--- src/rtl/core/btlpm_ram.sv ---
// ----------------------------------------------------------------------------
// btlpm_ram
// Generic simple dual-port RAM: one write port, one registered read port.
// ----------------------------------------------------------------------------
module btlpm_ram #(
    parameter int WIDTH = 32,
    parameter int DEPTH = 64
) (
    input  logic                     clk,
    input  logic                     we,
    input  logic [$clog2(DEPTH)-1:0] waddr,
    input  logic [WIDTH-1:0]         wdata,
    input  logic                     re,
    input  logic [$clog2(DEPTH)-1:0] raddr,
    output logic [WIDTH-1:0]         rdata
);

    logic [WIDTH-1:0] mem [DEPTH];
    logic [WIDTH-1:0] rdata_reg;

    always_ff @(posedge clk)
    begin
        if (we)
        begin
            mem[waddr] <= wdata;
        end
        if (re)
        begin
            rdata_reg <= mem[raddr];
        end
    end

    assign rdata = rdata_reg;

endmodule
--- config.mk ---
export PLATFORM = sky130hd
export DESIGN_NAME = btlpm_ram
export DESIGN_NICKNAME = d
export VERILOG_FILES = /design/src/rtl/core/btlpm_ram.sv
export SDC_FILE = /design/constraint.sdc
export NUM_CORES = 2
export LEC_CHECK = 0
export BUFFER_PORTS_ARGS = -buffer_cell sky130_fd_sc_hd__clkbuf_2
export CORE_ASPECT_RATIO = 1.25
export CORE_MARGIN = 4
export CORE_UTILIZATION = 30
export CTS_CLUSTER_DIAMETER = 60
export DETAILED_ROUTE_END_ITERATION = 8
export GPL_TIMING_DRIVEN = 0
export MAX_ROUTING_LAYER = met4
export SETUP_SLACK_MARGIN = 0.5
export SYNTH_ARGS = -nofsm -noshare
export SYNTH_HDL_FRONTEND = slang
export SYNTH_SLANG_ARGS = --single-unit
--- constraint.sdc ---
create_clock -name clk -period 10.5 [get_ports clk]
set_input_delay 0.525 -clock clk [delete_from_list [all_inputs] [get_ports clk]]
set_output_delay 0.525 -clock clk [all_outputs]
set_load 0.05 [all_outputs]
# [After elaboration in Yosys (flattened, before gate mapping)]
# Memory sizes are Yosys's and may differ from the RTL's. A register that Yosys moved wholly into a read port is not among the register bits.
# Index checks and enable logic that the tools add are counted.
[word_totals] register_bits=0 ramBits=2048 input_bits=47 out_inout_bits=32 wordCells=3 memories=1
[classes] mux=2
[mem_list] name="mem" depth=64 word_bits=32 rd=1 rd_clocked_by_memory_dff=1 wr=1 line_no="18" text="logic [WIDTH-1:0] mem [DEPTH];"
[op_table] cell="$mux W1" n=2

# [Depth between registers and ports, before layout]
[logic_depth] word_depth=2 mapped_depth=10 mapped_depth_nobuf=5

# [Worst setup path after synthesis]
# OpenSTA, ideal clock, no wires.
[synth_path] kind="input port to flip-flop" start="in waddr[3]" end="mem mem[48][0], enable pin" setup_ps=461 t_arrival_ps=3224 required_ps=10039 setup_slack_ps=6815 path_stages=4 path_buffers=1 cell_sequence="clkbuf_1 -> nor2b_1 -> nand4b_1 -> nor3_1"
[synth_lines] element="start, declared" line_no="11" text="input logic [$clog2(DEPTH)-1:0] waddr,"
[synth_lines] element="end, declared" line_no="18"
# Straight into the memory's write port.

==> impl_metrics.toml <==
[outcome]
run_status = "complete, but fails checks"
violations = "capacitance limit, slew limit"

[min_path]
min_path_type = "primary input to register"
hold_depth = 1
min_to = "mem[20][12]$_DFFE_PP_"
min_from = "wdata[12]"

[power_and_ir_drop]
internal-power_uw = 13300
p_total_uw = 17100
comb_power_share_pct = 6.0
power_frac_seq_pct = 53.9
power_density_nw_per_um2 = 185
swShare_pct = 22.2
clockPowerShare_pct = 40.1
switchingPower_uw = 3800
p_leak_uw = 0.0281
ir_drop_mv = 0.188

[worst_setup_path]
ff2ff_path_depth = 4
cp_slowest_stage_delay_ns = 0.96
crit_arrival_ns = 4.96
crit_top_cell = "buf_2"
cp_slowest_cell = "clkbuf_1"
path_class = "primary input to register"
end_kind = "register"
startpoint_type = "primary input"
r2r_start = "mem[18][16]$_DFFE_PP_"
crit_chain = "buf_2 > buf_2 > buf_2 > clkbuf_1 > mux4_2 > o22ai_1 > nor2_1 > a21oi_1 > nor2_1"
worst-path-max-fanout = 10
rr_endpoint = "rdata[16]$_DFFE_PP_"
rrSetupSlack_ns = 7.54
required_ns = 11.02

[cts]
cts_tree = "built"
postCtsSetupBuffers = 0
clkLatencyLatePin_ns = 0.86
htree_num_levels = 4
clock-sinks = 2080
clockRootBuffer = "clkbuf_16"
clk_pin_slew_ns = 0.06
cts-resized-gates = 0
cts_buffers = 200
clockBufferDepth = 3
holdBufCountCts = 0

[die]
ioPinCount = 79
core-area_um2 = 262000
start_util_pct = 30.1
rows = 210
fp.dieW_um = 467
dieArea_um2 = 271000
die_y_um = 581

[timing]
timing.setup.tns_ns = 0
setup_viol = 0
period_share_pct = 42.3
min_period_ns = 4.44
tightest_slew_ns = 1.51
holdWs_ns = 0.103
rsz0062_at_grt = "no"
relSlewSlack_pct = -0.604
fin_skew_ns = 0.0496
max_freq_mhz = 225
layout_setup_ws_ns = 6.06
final_hold_viol_count = 0
finalMaxSlewViolations = 11

[finish]
fin_util_pct = 35.3
largest_reg_flops = 2048
drive_above_1_share_pct = 29.3
area_delta_synth_final_pct = 17.2
fin_nets = 3749

[route]
drc = 0
drt-total-wl_mm = 246
drt_iter0_drc = 5549
drt_pass1_iterations = 6
vias = 38855
via_per_inst = 5.27
wl_per_cell_um = 33.3
ant_nets = 0

[synth]
yosysMostFrequentCell = "edfxtp_1"
netlist_instances = 3324
ys_types = 33
syn_area_per_cell_um2 = 23.7
ys_ff_latch = 2080
synth_nets = 3371
async_reset_ff_share_pct = 0
yosysSeqAreaShare_pct = 79.2
synthTopCellsByCount = "edfxtp_1, mux4_2, nor2_1"
synth_area_leaders = "edfxtp_1, mux4_2, mux2i_1"
synth_top_cell_area_share_pct = 79.2
yosys_warnings = 0
syn_area_um2 = 78800
synth-edff-count = 2080
yosys.area.top_type = "edfxtp_1"
synthFlopType = "edfxtp_1"

[global_route]
grt_max_degree = 65
grt_pass1_vias = 38981
grt_usage_pct = 18.4
antenna_found_initial = 31
grt_first_pass_wirelength_mm = 332
grt_overflow = 0

[placement]
gp_congestion = 0.888
hpwl_mm = 162
dp_slack_ns = 5.36
io_buffers = 70

[run]
maxCapViolCount = 1
power groups by stage:
stage | Sequential, uW | Clock (uW) | Combinational, uW
finish | 9230 | 6860 | 1020
global route | 9230 | 7280 | 1050
CTS | 9240 | 6930 | 1010
detailed placement | 9420 | 0 | 1010
global placement | 9420 | 0 | 967
floorplan | 9440 | 0 | 447
stage by stage:
stage | area, um2 | cells
2_1_floorplan | 78800 | 3324
3_3_place_gp | 83600 | 6892
3_5_place_dp | 85900 | 6981
4_1_cts | 92000 | 7345
5_1_grt | 92400 | 7376
6_report | 92400 | 7377
cells in the final DEF, fill, tap and decap left out, types with 26 or more instances in the layout:
cell type | synthesis | routed
o221ai_1 | 27 | 27
nand2_1 | 26 | 26
mux2i_1 | 93 | 93
clkinv_1 | 0 | 54
clkinv_2 | 0 | 26
clkbuf_1 | 74 | 125
nor2_1 | 137 | 75
a21oi_1 | 62 | 62
buf_4 | 25 | 26
clkbuf_2 | 0 | 48
buf_12 | 0 | 75
edfxtp_1 | 2080 | 2080
buf_2 | 57 | 72
nor2_4 | 0 | 62
mux4_2 | 544 | 544
o22ai_1 | 84 | 84
clkbuf_16 | 0 | 204
how the worst max path moves through the flow:
stage | startpoint | cells after the start | endpoint | slack (ns)
floorplan | waddr[3] | 4 | mem[48][0]$_DFFE_PP_ | 6.82
global placement | waddr[5] | 3 | mem[48][8]$_DFFE_PP_ | 2.82
detailed placement | raddr[1] | 9 | rdata[1]$_DFFE_PP_ | 5.36
CTS | raddr[1] | 9 | rdata[1]$_DFFE_PP_ | 6.25
global route | raddr[1] | 9 | rdata[26]$_DFFE_PP_ | 6.23
finish | raddr[1] | 9 | rdata[1]$_DFFE_PP_ | 6.06
cell type report:
class,count,area (um2)
antenna,15,37.5
buffer,182,886
clock buffer,255,5300
clock inverter,109,802
fill,23880,169000
multi-input combinational,1062,16000
sequential,2080,62500
tap,3498,4380
timing repair buffer,176,2560
worst max-delay path, delay by kind of cell:
family / cells / cell delay, ns
AO/OA/AOI/OAI: 2 / 0.38
buffers and inverters: 4 / 2.32
multiplexers: 1 / 0.39
AND/OR/NAND/NOR: 2 / 1.31
cell families after synthesis:
kind of cell           synth area share, %
AOI/OAI and AO/OA                     1.67
muxes                                 16.7
DFF                                   79.2
buffers and inverters                 1.12
and+or+nand+nor                       1.26
layer usage:
metal	up-vias	global-route usage, %	share of wire (%)
met5	-	-	0
li1	15108	-	-
met2	2227	30.3	50
met3	558	3.54	8.7
met1	20962	21.4	35
met4	0	10.0	6.5
(Power assumes the default switching activity.)
